[config.mk]
export PLATFORM = sky130hd
export DESIGN_NAME = tlb_page_frame_translator_unit
export DESIGN_NICKNAME = d
export VERILOG_FILES = /design/src/sv/tlbpft_pkg.sv /design/src/sv/tlbpft_ctrl.sv /design/src/sv/tlbpft_dp.sv /design/src/sv/tlb_page_frame_translator_unit.sv
export SDC_FILE = /design/constraint.sdc
export NUM_CORES = 2
export LEC_CHECK = 0
export BUFFER_PORTS_ARGS = -buffer_cell sky130_fd_sc_hd__clkbuf_2
export CORE_ASPECT_RATIO = 0.5
export CORE_MARGIN = 5
export CORE_UTILIZATION = 65
export CTS_BUF_LIST = sky130_fd_sc_hd__clkbuf_4 sky130_fd_sc_hd__clkbuf_8 sky130_fd_sc_hd__clkbuf_16
export DETAILED_ROUTE_END_ITERATION = 10
export MAX_ROUTING_LAYER = met4
export PLACE_DENSITY = 0.82
export SYNTH_ARGS = -nofsm -noshare
export SYNTH_HDL_FRONTEND = slang
export SYNTH_SLANG_ARGS = --single-unit
[constraint.sdc]
create_clock -name clk_i -period 15.85 [get_ports clk_i]
set_clock_uncertainty 0.1 [all_clocks]
set_input_delay 3.17 -clock clk_i [delete_from_list [all_inputs] [get_ports clk_i]]
set_output_delay 3.17 -clock clk_i [all_outputs]
set_load 0.02 [all_outputs]
[src/sv/tlbpft_pkg.sv]
// ----------------------------------------------------------------------------
// TLB page frame translator package
// Sizes, field widths, controller state type, command/status structs and
// small helper functions shared by the controller and the datapath.
// ----------------------------------------------------------------------------
package tlbpft_pkg;

  // Geometry
  localparam int NUM_FRAMES  = 16;
  localparam int TLB_ENTRIES = 16;
  localparam int PAGE_BYTES  = 256;

  localparam int FRAME_W   = $clog2(NUM_FRAMES);
  localparam int TLB_W     = $clog2(TLB_ENTRIES);
  localparam int OFF_W     = $clog2(PAGE_BYTES);
  localparam int PA_FULL_W = FRAME_W + OFF_W;

  // Fixed field widths
  localparam int PAGE_W     = 8;
  localparam int OFFSET_W   = 8;
  localparam int PADDR_W    = 12;
  localparam int FIDX_W     = 4;
  localparam int CNT_W      = 32;
  localparam int IN_DATA_W  = 16;
  localparam int OUT_DATA_W = 80;
  localparam int OUT_USER_W = 3;

  localparam logic [CNT_W-1:0]    CNT_MAX  = '1;
  localparam logic [OFFSET_W-1:0] OFF_MASK = OFFSET_W'(PAGE_BYTES - 1);

  typedef logic [FRAME_W-1:0] frame_t;
  typedef logic [TLB_W-1:0]   slot_t;
  typedef logic [PAGE_W-1:0]  page_t;
  typedef logic [CNT_W-1:0]   cnt_t;

  typedef enum logic [1:0] {
    ST_IDLE,
    ST_LOOKUP,
    ST_SCAN,
    ST_FINISH
  } ctrl_state_e;

  // Controller -> datapath
  typedef struct packed {
    logic accept;   // latch the incoming request
    logic lookup;   // search TLB and frame tags, update hit/miss counters
    logic scan;     // one step of the fewest-loads victim search
    logic finish;   // commit the fault and load the result register
  } dp_cmd_t;

  // Datapath -> controller
  typedef struct packed {
    logic tlb_hit;
    logic resident;
    logic free_avail;
    logic scan_last;
    logic out_busy;
  } dp_status_t;

  function automatic cnt_t sat_inc(input cnt_t v);
    sat_inc = (v == CNT_MAX) ? v : v + cnt_t'(1);
  endfunction

  function automatic logic [PADDR_W-1:0] phys_addr_f(input frame_t f,
                                                     input logic [OFFSET_W-1:0] off);
    logic [PA_FULL_W-1:0] full;
    full = PA_FULL_W'(f) << OFF_W;
    full = full | PA_FULL_W'(off & OFF_MASK);
    phys_addr_f = PADDR_W'(full);
  endfunction

endpackage

[src/sv/tlbpft_ctrl.sv]
// ----------------------------------------------------------------------------
// TLB page frame translator controller
// Sequences one request through lookup, optional victim scan and commit.
// ----------------------------------------------------------------------------
module tlbpft_ctrl
  import tlbpft_pkg::*;
(
  input  logic       clk_i,
  input  logic       rst_ni,
  input  logic       s_tvalid_i,
  output logic       s_tready_o,
  input  dp_status_t status_i,
  output dp_cmd_t    cmd_o
);

  ctrl_state_e state_q, state_d;

  always_ff @(posedge clk_i or negedge rst_ni) begin
    if (!rst_ni) begin
      state_q <= ST_IDLE;
    end else begin
      state_q <= state_d;
    end
  end

  always_comb begin
    state_d = state_q;
    unique case (state_q)
      ST_IDLE: begin
        if (s_tvalid_i) state_d = ST_LOOKUP;
      end
      ST_LOOKUP: begin
        if (!status_i.tlb_hit && !status_i.resident && !status_i.free_avail) begin
          state_d = ST_SCAN;
        end else begin
          state_d = ST_FINISH;
        end
      end
      ST_SCAN: begin
        if (status_i.scan_last) state_d = ST_FINISH;
      end
      ST_FINISH: begin
        if (!status_i.out_busy) state_d = ST_IDLE;
      end
      default: state_d = ST_IDLE;
    endcase
  end

  always_comb begin
    s_tready_o = 1'b0;
    cmd_o      = '0;
    unique case (state_q)
      ST_IDLE: begin
        s_tready_o   = 1'b1;
        cmd_o.accept = s_tvalid_i;
      end
      ST_LOOKUP: cmd_o.lookup = 1'b1;
      ST_SCAN:   cmd_o.scan   = 1'b1;
      ST_FINISH: cmd_o.finish = !status_i.out_busy;
      default: ;
    endcase
  end

endmodule

[src/sv/tlbpft_dp.sv]
// ----------------------------------------------------------------------------
// TLB page frame translator datapath
// TLB and frame tables, counters, victim search and the result register.
// ----------------------------------------------------------------------------
module tlbpft_dp
  import tlbpft_pkg::*;
(
  input  logic                  clk_i,
  input  logic                  rst_ni,
  input  dp_cmd_t               cmd_i,
  output dp_status_t            status_o,
  input  logic [IN_DATA_W-1:0]  s_tdata_i,
  output logic                  m_tvalid_o,
  input  logic                  m_tready_i,
  output logic [OUT_DATA_W-1:0] m_tdata_o,
  output logic [OUT_USER_W-1:0] m_tuser_o
);

  // Request
  page_t                page_q;
  logic [OFFSET_W-1:0]  offset_q;

  // Tables
  logic   [TLB_ENTRIES-1:0] tlb_valid_q;
  page_t                    tlb_page_q  [TLB_ENTRIES];
  frame_t                   tlb_frame_q [TLB_ENTRIES];
  logic   [NUM_FRAMES-1:0]  occ_q;
  page_t                    frame_page_q [NUM_FRAMES];
  cnt_t                     loads_q      [NUM_FRAMES];

  // Counters and per-request decision
  cnt_t   hits_q, misses_q;
  slot_t  slot_q;
  logic   hit_q, fault_q, evict_q;
  frame_t frame_q;
  frame_t scan_q;
  cnt_t   best_cnt_q;

  // Result register
  logic                  out_valid_q;
  logic [OUT_DATA_W-1:0] out_data_q;
  logic [OUT_USER_W-1:0] out_user_q;

  // Lookup logic
  logic   tlb_hit_c, resident_c, free_c;
  frame_t tlb_frame_c, res_frame_c, free_frame_c;

  always_comb begin
    tlb_hit_c   = 1'b0;
    tlb_frame_c = '0;
    for (int i = TLB_ENTRIES - 1; i >= 0; i--) begin
      if (tlb_valid_q[i] && tlb_page_q[i] == page_q) begin
        tlb_hit_c   = 1'b1;
        tlb_frame_c = tlb_frame_q[i];
      end
    end
  end

  always_comb begin
    resident_c   = 1'b0;
    res_frame_c  = '0;
    free_c       = 1'b0;
    free_frame_c = '0;
    for (int f = NUM_FRAMES - 1; f >= 0; f--) begin
      if (occ_q[f] && frame_page_q[f] == page_q) begin
        resident_c  = 1'b1;
        res_frame_c = frame_t'(f);
      end
      if (!occ_q[f]) begin
        free_c       = 1'b1;
        free_frame_c = frame_t'(f);
      end
    end
  end

  assign status_o.tlb_hit    = tlb_hit_c;
  assign status_o.resident   = resident_c;
  assign status_o.free_avail = free_c;
  assign status_o.scan_last  = (scan_q == frame_t'(NUM_FRAMES - 1));
  assign status_o.out_busy   = out_valid_q && !m_tready_i;

  always_ff @(posedge clk_i) begin
    if (cmd_i.accept) begin
      page_q   <= s_tdata_i[PAGE_W-1:0];
      offset_q <= s_tdata_i[PAGE_W +: OFFSET_W];
    end
  end

  // Decision registers and victim search
  always_ff @(posedge clk_i) begin
    if (cmd_i.lookup) begin
      hit_q      <= tlb_hit_c;
      fault_q    <= !tlb_hit_c && !resident_c;
      evict_q    <= !tlb_hit_c && !resident_c && !free_c;
      best_cnt_q <= loads_q[0];
      scan_q     <= frame_t'(1);
      if (tlb_hit_c) begin
        frame_q <= tlb_frame_c;
      end else if (resident_c) begin
        frame_q <= res_frame_c;
      end else begin
        frame_q <= free_frame_c;   // zero when no frame is free
      end
    end else if (cmd_i.scan) begin
      if (loads_q[scan_q] < best_cnt_q) begin
        best_cnt_q <= loads_q[scan_q];
        frame_q    <= scan_q;
      end
      scan_q <= scan_q + frame_t'(1);
    end
  end

  // Counters
  always_ff @(posedge clk_i or negedge rst_ni) begin
    if (!rst_ni) begin
      hits_q   <= '0;
      misses_q <= '0;
      slot_q   <= '0;
    end else if (cmd_i.lookup) begin
      if (tlb_hit_c) begin
        hits_q <= sat_inc(hits_q);
      end else if (misses_q != CNT_MAX) begin
        misses_q <= misses_q + cnt_t'(1);
        slot_q   <= (slot_q == slot_t'(TLB_ENTRIES - 1)) ? '0 : slot_q + slot_t'(1);
      end
    end
  end

  // Table control bits and load counts
  always_ff @(posedge clk_i or negedge rst_ni) begin
    if (!rst_ni) begin
      tlb_valid_q <= '0;
      occ_q       <= '0;
      for (int f = 0; f < NUM_FRAMES; f++) loads_q[f] <= '0;
    end else if (cmd_i.finish && fault_q) begin
      occ_q[frame_q]   <= 1'b1;
      loads_q[frame_q] <= evict_q ? sat_inc(best_cnt_q) : cnt_t'(1);
      // install the new mapping, drop stale mappings of the frame elsewhere
      for (int i = 0; i < TLB_ENTRIES; i++) begin
        if (slot_t'(i) == slot_q) begin
          tlb_valid_q[i] <= 1'b1;
        end else if (tlb_valid_q[i] && tlb_frame_q[i] == frame_q) begin
          tlb_valid_q[i] <= 1'b0;
        end
      end
    end
  end

  // Table payload
  always_ff @(posedge clk_i) begin
    if (cmd_i.finish && fault_q) begin
      frame_page_q[frame_q] <= page_q;
      tlb_page_q[slot_q]    <= page_q;
      tlb_frame_q[slot_q]   <= frame_q;
    end
  end

  // Result register
  always_ff @(posedge clk_i or negedge rst_ni) begin
    if (!rst_ni) begin
      out_valid_q <= 1'b0;
    end else if (cmd_i.finish) begin
      out_valid_q <= 1'b1;
    end else if (m_tready_i) begin
      out_valid_q <= 1'b0;
    end
  end

  always_ff @(posedge clk_i) begin
    if (cmd_i.finish) begin
      out_data_q <= {misses_q, hits_q, FIDX_W'(frame_q), phys_addr_f(frame_q, offset_q)};
      out_user_q <= {evict_q, fault_q, hit_q};
    end
  end

  assign m_tvalid_o = out_valid_q;
  assign m_tdata_o  = out_data_q;
  assign m_tuser_o  = out_user_q;

endmodule

[src/sv/tlb_page_frame_translator_unit.sv]
// ----------------------------------------------------------------------------
// TLB page frame translator
// Virtual to physical translation with a TLB and fewest-loads frame reuse.
// ----------------------------------------------------------------------------
// Usage:
//   Slave channel (s_t*) takes one request: a virtual page and a byte offset.
//   Master channel (m_t*) returns one result per request: the physical
//   address, the frame, hit/fault/evict flags and the saturating TLB hit and
//   miss totals after this request.
//   Requests are taken one at a time. s_tready_o is high only while the
//   controller is idle. A TLB hit or a resident page passes through accept,
//   lookup and commit, and the result register is loaded at the commit.
//   A fault with no free frame adds a scan of load counts, one frame per
//   cycle, between lookup and commit.
//   The result sits in an output register; if the receiver stalls, the next
//   request is still accepted and looked up, and the commit step holds until
//   the register drains.
//   Reset clears the TLB valid bits, frame occupancy, load counts and both
//   totals at once; no clearing pass is needed.
// ----------------------------------------------------------------------------
module tlb_page_frame_translator_unit
  import tlbpft_pkg::*;
(
  input  logic                  clk_i,
  input  logic                  rst_ni,
  input  logic                  s_tvalid_i,
  output logic                  s_tready_o,
  input  logic [IN_DATA_W-1:0]  s_tdata_i,   // [7:0] virt_page, [15:8] page_offset
  output logic                  m_tvalid_o,
  input  logic                  m_tready_i,
  output logic [OUT_DATA_W-1:0] m_tdata_o,   // [11:0] phys_addr, [15:12] frame_index,
                                             // [47:16] hit_total, [79:48] miss_total
  output logic [OUT_USER_W-1:0] m_tuser_o    // [0] tlb_hit, [1] page_fault, [2] evicted
);

  dp_cmd_t    cmd;
  dp_status_t status;

  // Sequence each request
  tlbpft_ctrl u_ctrl (
    .clk_i      (clk_i),
    .rst_ni     (rst_ni),
    .s_tvalid_i (s_tvalid_i),
    .s_tready_o (s_tready_o),
    .status_i   (status),
    .cmd_o      (cmd)
  );

  // Hold tables, counters and the result register
  tlbpft_dp u_dp (
    .clk_i      (clk_i),
    .rst_ni     (rst_ni),
    .cmd_i      (cmd),
    .status_o   (status),
    .s_tdata_i  (s_tdata_i),
    .m_tvalid_o (m_tvalid_o),
    .m_tready_i (m_tready_i),
    .m_tdata_o  (m_tdata_o),
    .m_tuser_o  (m_tuser_o)
  );

endmodule

### Yosys cells after proc, flatten, opt, wreduce, memory -nomap -nowiden

Memories as Yosys holds them, arrays and structs flattened.
Cells that the tools add are included.
Widths: inputs -> output; s select.

* memory bits (writable): 320
* logic and storage cells: 403
* memories kept: 3
* input bits: 20
* output and inout bits: 85
* register bits after elaboration: 757

Memory list
* u_dp.frame_page_q: words 16, width 8, rd ports 16, clocked after Yosys merged registers in 0, wr ports 1, RTL line tlbpft_dp.sv:28 `page_t frame_page_q [NUM_FRAMES];`
* u_dp.tlb_page_q: words 16, width 8, rd ports 16, clocked after Yosys merged registers in 0, wr ports 1, RTL line tlbpft_dp.sv:25 `page_t tlb_page_q [TLB_ENTRIES];`
* u_dp.tlb_frame_q: words 16, width 4, rd ports 16, clocked after Yosys merged registers in 0, wr ports 1, RTL line tlbpft_dp.sv:26 `frame_t tlb_frame_q [TLB_ENTRIES];`

* muxes and demuxes: 161
* bitwise gates (word level): 6
* reductions and logical operators: 100
* eq/ne operators: 74
* $lt $le $gt $ge: 6
* $add $sub $neg: 5

Operator list (count)
* $bwmux 512: 1
* $eq 8x8->1: 32
* $mux 32: 8
* $mux 4: 54
* $bmux 32 s4: 1
* $demux 32 s4: 1
* $add 32x1->32 const B: 3
* $mux 1: 91
* $eq 32x32->1 const B: 2
* $eq 4x4->1: 16
* $logic_and 1x1->1: 54
* $reduce_bool 2->1: 19
* $reduce_and 2->1: 17
* $eq 4x4->1 const A: 8
* $lt 32x32->1: 1
* $ne 32x32->1 const B: 1
* $eq 3x4->1 const A: 4
* $or 16x16->16: 1
* $or 12x8->12: 1
* $ge 5x5->1 const B: 2
* $not 4->5: 2
* $reduce_and 3->1: 3
* $add 4x1->4 const B: 2
* $eq 2x4->1 const A: 2
* other kinds (15): 26

### Logic depth before layout (Yosys ltp)

An unclocked memory read counts as a cell.

* depth in word-level cells: 24
* gate-level depth with buffers: 16
* depth with buffers taken out: 12

### Hierarchy

A second synthesis with hierarchy kept.

* cell total of the unflattened synthesis: 3824
* area total of the unflattened synthesis: 47255.3 sq um

Modules (own cells, without submodules)
* tlbpft_dp: cells each 3805, times used 1, area each 47057.6 sq um, sequential area each 29052.9 sq um
* tlbpft_ctrl: cells each 19, times used 1, area each 197.7 sq um, sequential area each 50.0 sq um

### Worst setup path after synthesis

Ideal clock, no wire load.

* path kind: flip-flop to flip-flop
* start: reg u_dp.scan_q[0]
* end: reg u_dp.best_cnt_q[0] (enable)
* required time: 15.266 ns
* path buffers: 4
* arrival: 6.541 ns
* stages on the path, launching flop included: 17
* clock period less this slack: 7.125 ns
* setup slack: 8.725 ns
* setup time: 0.484 ns
* cells stage by stage: dfxtp_1 clkbuf_1 clkbuf_1 buf_2 buf_2 mux4_2 mux4_2 ha_1 a21o_1 a21o_1 a21o_1 a21o_1 a21oi_1 o21bai_1 a21oi_1 o211ai_1 a211oi_1

* longest elaborated chain between the ends: 7

RTL lines
* start, declared: RTL line tlbpft_dp.sv:36 `frame_t scan_q;`
* start signal, assigned: RTL line tlbpft_dp.sv:96 `scan_q <= frame_t'(1);`
* start signal, assigned: RTL line tlbpft_dp.sv:109 `scan_q <= scan_q + frame_t'(1);`
* $not 4->5 (not written as such): RTL line tlbpft_dp.sv:105 `if (loads_q[scan_q] < best_cnt_q) begin`
* $bmux 32 s4: RTL line tlbpft_dp.sv:105
* $mux 32 (not written as such) (2 in series): RTL line tlbpft_dp.sv:105
* $lt 32x32->1: RTL line tlbpft_dp.sv:105
* $reduce_bool 2->1 (no line)
* $reduce_and 2->1 (no line)
* end signal, assigned: RTL line tlbpft_dp.sv:95 `best_cnt_q <= loads_q[0];`
* end signal, assigned: RTL line tlbpft_dp.sv:106 `best_cnt_q <= loads_q[scan_q];`
* end, declared: RTL line tlbpft_dp.sv:37 `cnt_t best_cnt_q;`

No other way between the ends. The select of a mux whose other input is x is not followed.
A chain may end at the register's enable or synchronous reset.

### Worst setup path after layout

* start: reg u_dp.scan_q[0]
* end: reg u_dp.best_cnt_q[23] (enable)

Same word-level chain as after synthesis.

==> results.cfg <==
[sta]
setup_tns_ns = 0
slew_viol_final = 0
worstMarginPinSlew_ns = 1.07
setup_viol = 0
min_period_over_period_pct = 40.4
fmax_ghz = 0.156
rsz0062_at_grt = no
max_slew_margin_pct = 28.8
whs_ns = 0.315
hold_violations = 0
fin_crit_ns = 6.40

[detailed_routing]
first_iter_violations = 3445
firstDrtPassIters = 8
wirelength_um = 109000
drc = 0
vias_per_cell = 6.27
vias = 30900
wl_per_cell_um = 22.1
drtAntennaViolNets = 0

[synthesis]
synthesis.nets = 3933
syn_inst = 3870
synth_edf_count = 454
ys_warn_count = 0
synth_ff_type = dfrtp_1
async_flop_share_pct = 57.3
synth-seq-cells = 1073
seq_area_frac_synth_pct = 61.2
ys_types = 81
synth_area_sq_um = 47500
avgSynthCellArea_sq_um = 12.3

[critical_path]
cpPeakStageDelay_ns = 0.82
r2r_slack_ns = 9.45
worstPathArrival_ns = 6.61
crit_path_max_fanout = 44
end_kind = flip-flop
critPathKind = flip-flop to flip-flop
startpoint = u_dp.scan_q[0]$_SDFFE_PP1P_
cpMostUsedCell = buf_4
cp_cell_sequence = buf_4 -> buf_4 -> mux4_2 -> mux4_2 -> ha_1 -> a21o_1 -> a21oi_1 -> o21ai_0 -> a221oi_1 -> o21ai_0 -> nand2_1 -> o211ai_1 -> a211oi_4 -> buf_4
startpoint_type = flip-flop
cp.required_ns = 16.06
r2r_start = u_dp.scan_q[0]$_SDFFE_PP1P_
cpMaxStageDelayCell = buf_4

[place]
gp_congestion = 0.888
dpl.cell_count = 4751
port_buffers = 104
place_hpwl_um = 63300

[layout]
final_cells = 4923
multi_input_area_sq_um = 17000
nFillCells = 4602
drive_gt1_share_pct = 13.6
syn_to_final_growth_pct = 8.76
final_nets = 3936
regArea_sq_um = 29100
utilization_pct = 71.0

[job]
cap_violations = 0

[grt]
grt_pass1_wl_um = 175000
track_usage_pct = 28.8
antenna_found_initial = 1
grt_overflow = 0
grt_max_degree = 103
grt_pass1_vias = 31400

[clock_network]
cts-root-buf = clkbuf_16
clock-sinks = 1073
cts_tree = yes
cts_resized = 0
htreeDepth = 3
clkLatencyLatePin_ns = 0.66
ctsHoldBuffers = 0
postCtsSetupBuffers = 0
clk_pin_slew_ns = 0.07
clockBufferDepth = 3
cts_buffers = 92

[hold_path]
hold_path.class = flip-flop to flip-flop
holdCritStartpoint = u_dp.offset_q[3]$_DFFE_PP_

[status]
outcome = completed

[die]
boundaryPins = 105
rows = 70
coreArea_sq_um = 72800
die_y_um = 201
chipWidth_um = 392
die_area_sq_um = 79000
initial_utilization_pct = 65.3

[power]
power_leakage_nw = 20.5
p_per_area_nw_per_um2 = 172
vdd_drop_max_mv = 0.105
-- cells in the mapped netlist, types with 4 or more instances --
cell      count  area (sq um)
nor3_2       10           100
dfrtp_1     615         15400
and4_1        7          61.3
buf_2        19          95.1
xnor2_1     373          3270
mux2i_1       4          40.0
nor2b_1       9          56.3
nor4_1       16           100
nand2b_1     30           188
nand3_1      85           425
nor3b_1       5          37.5
o211ai_1      9          67.6
buf_1        14          52.6
nand4_1      87           544
and2_1       17           106
mux4_2      160          3600
and3_1       25           156
dfxtp_1       4          80.1
a21o_1       19           143
buf_8        14           210
a21oi_1      25           125
nor2_1       51           191
nand2_1     763          2860
a31oi_1       6          37.5
or3_1         9          56.3
o31ai_1       4          30.0
clkbuf_1    177           664
buf_6         4          45.0
inv_1        76           285
a211oi_1      9          67.6
o21bai_1      5          37.5
o21ai_0     526          2630
xor2_1       42           368
buf_4        13          97.6
ha_1         43           538
nor3_1       49           245
o21ai_1      17          85.1
edfxtp_1    454         13600
buf_12        6           120
-- worst max-delay path, delay by kind of cell, from the launching register on --
family	cells	cell delay, ns
multiplexers	2	1.13
AO/OA/AOI/OAI	7	1.60
adder cells (fa/ha/maj)	1	0.34
flip-flops	1	0.61
buffers and inverters	3	2.05
AND/OR/NAND/NOR	1	0.12
-- power by group --
| part | internal [mW] | leakage [nW] | switching (mW) | total, mW |
|---|---|---|---|---|
| logic | 0.931 | 6.33 | 1.49 | 2.42 |
| registers | 3.68 | 12.6 | 0.432 | 4.11 |
| clock network | 1.36 | 1.60 | 1.02 | 2.38 |
-- flip-flops by register name (all words and copies together) (netlist names), 8 cells and up --
register           cells
u_dp.loads_q         512
u_dp.frame_page_q    128
u_dp.tlb_page_q      128
u_dp.m_tdata_o        76
u_dp.tlb_frame_q      64
u_dp.best_cnt_q       32
u_dp.hits_q           32
u_dp.misses_q         32
u_dp.occ_q            16
u_dp.tlb_valid_q      16
u_dp.offset_q          8
u_dp.page_q            8
-- kinds of logic (layout without fill, tap and decap cells) --
| group | count (synthesis) | after routing | share of synthesized area (%) |
|---|---|---|---|
| AND/OR/NAND/NOR | 1193 | 1193 | 11.5 |
| XOR/XNOR | 415 | 415 | 7.65 |
| AO/OA/AOI/OAI | 655 | 655 | 7.48 |
| flip-flops | 1073 | 1073 | 61.2 |
| adder cells (fa/ha/maj) | 43 | 43 | 1.13 |
| buffers and inverters | 324 | 404 | 3.31 |
| multiplexers | 167 | 167 | 7.74 |
| other | 0 | 1 | 0 |
-- layer usage --
layer | wire length [um] | vias to the layer above | track usage (%) | part of all wire, %
met5 | 0 | - | - | 0
met1 | 44500 | 15600 | 39.3 | 41
met4 | 2910 | 0 | 8.09 | 2.7
met2 | 53100 | 1373 | 45.6 | 49
li1 | - | 13600 | - | -
met3 | 8510 | 247 | 5.16 | 7.8
-- cell usage in the layout, fill, tap and decap left out, types with 75 or more instances in the layout --
master	n
nand2_1	751
dfrtp_1	615
o21ai_0	526
edfxtp_1	454
xnor2_1	373
mux4_2	160
clkbuf_2	103
clkbuf_16	96
nand4_1	87
nand3_1	81
inv_1	75
-- per-stage QoR --
stage,area (sq um),setup WS [ns],power [mW]
after floorplan,47500,8.73,5.78
after global placement,48500,9.49,6.38
after detailed placement,48500,9.41,6.53
after CTS,51700,9.41,8.92
after global routing,51700,9.06,9.35
final,51700,9.45,8.91
-- path summary, 6_finish.rpt --
kind | end | cells after the start
max in group asynchronous | u_dp.loads_q[401]$_DFFE_PN0P_ | 3
min in group asynchronous | u_dp.loads_q[240]$_DFFE_PN0P_ | 1
worst min-delay path | u_dp.m_tdata_o[3]$_DFFE_PP_ | 0
worst min register to register | u_dp.m_tdata_o[3]$_DFFE_PP_ | 0
worst max-delay path | u_dp.best_cnt_q[23]$_DFFE_PP_ | 14
worst max register to register | u_dp.best_cnt_q[23]$_DFFE_PP_ | 14
-- area by class of cell --
class                   count  area share, %
flip-flops and latches   1073           56.3
multi-input cells        2473           32.8
clock buffers             133           5.37
well taps                 972           2.35
repair buffers            156           1.78
clock inverters            38          0.833
inverters                  77          0.559
diodes                      1        0.00484
Power figures use the tool's default switching activity.
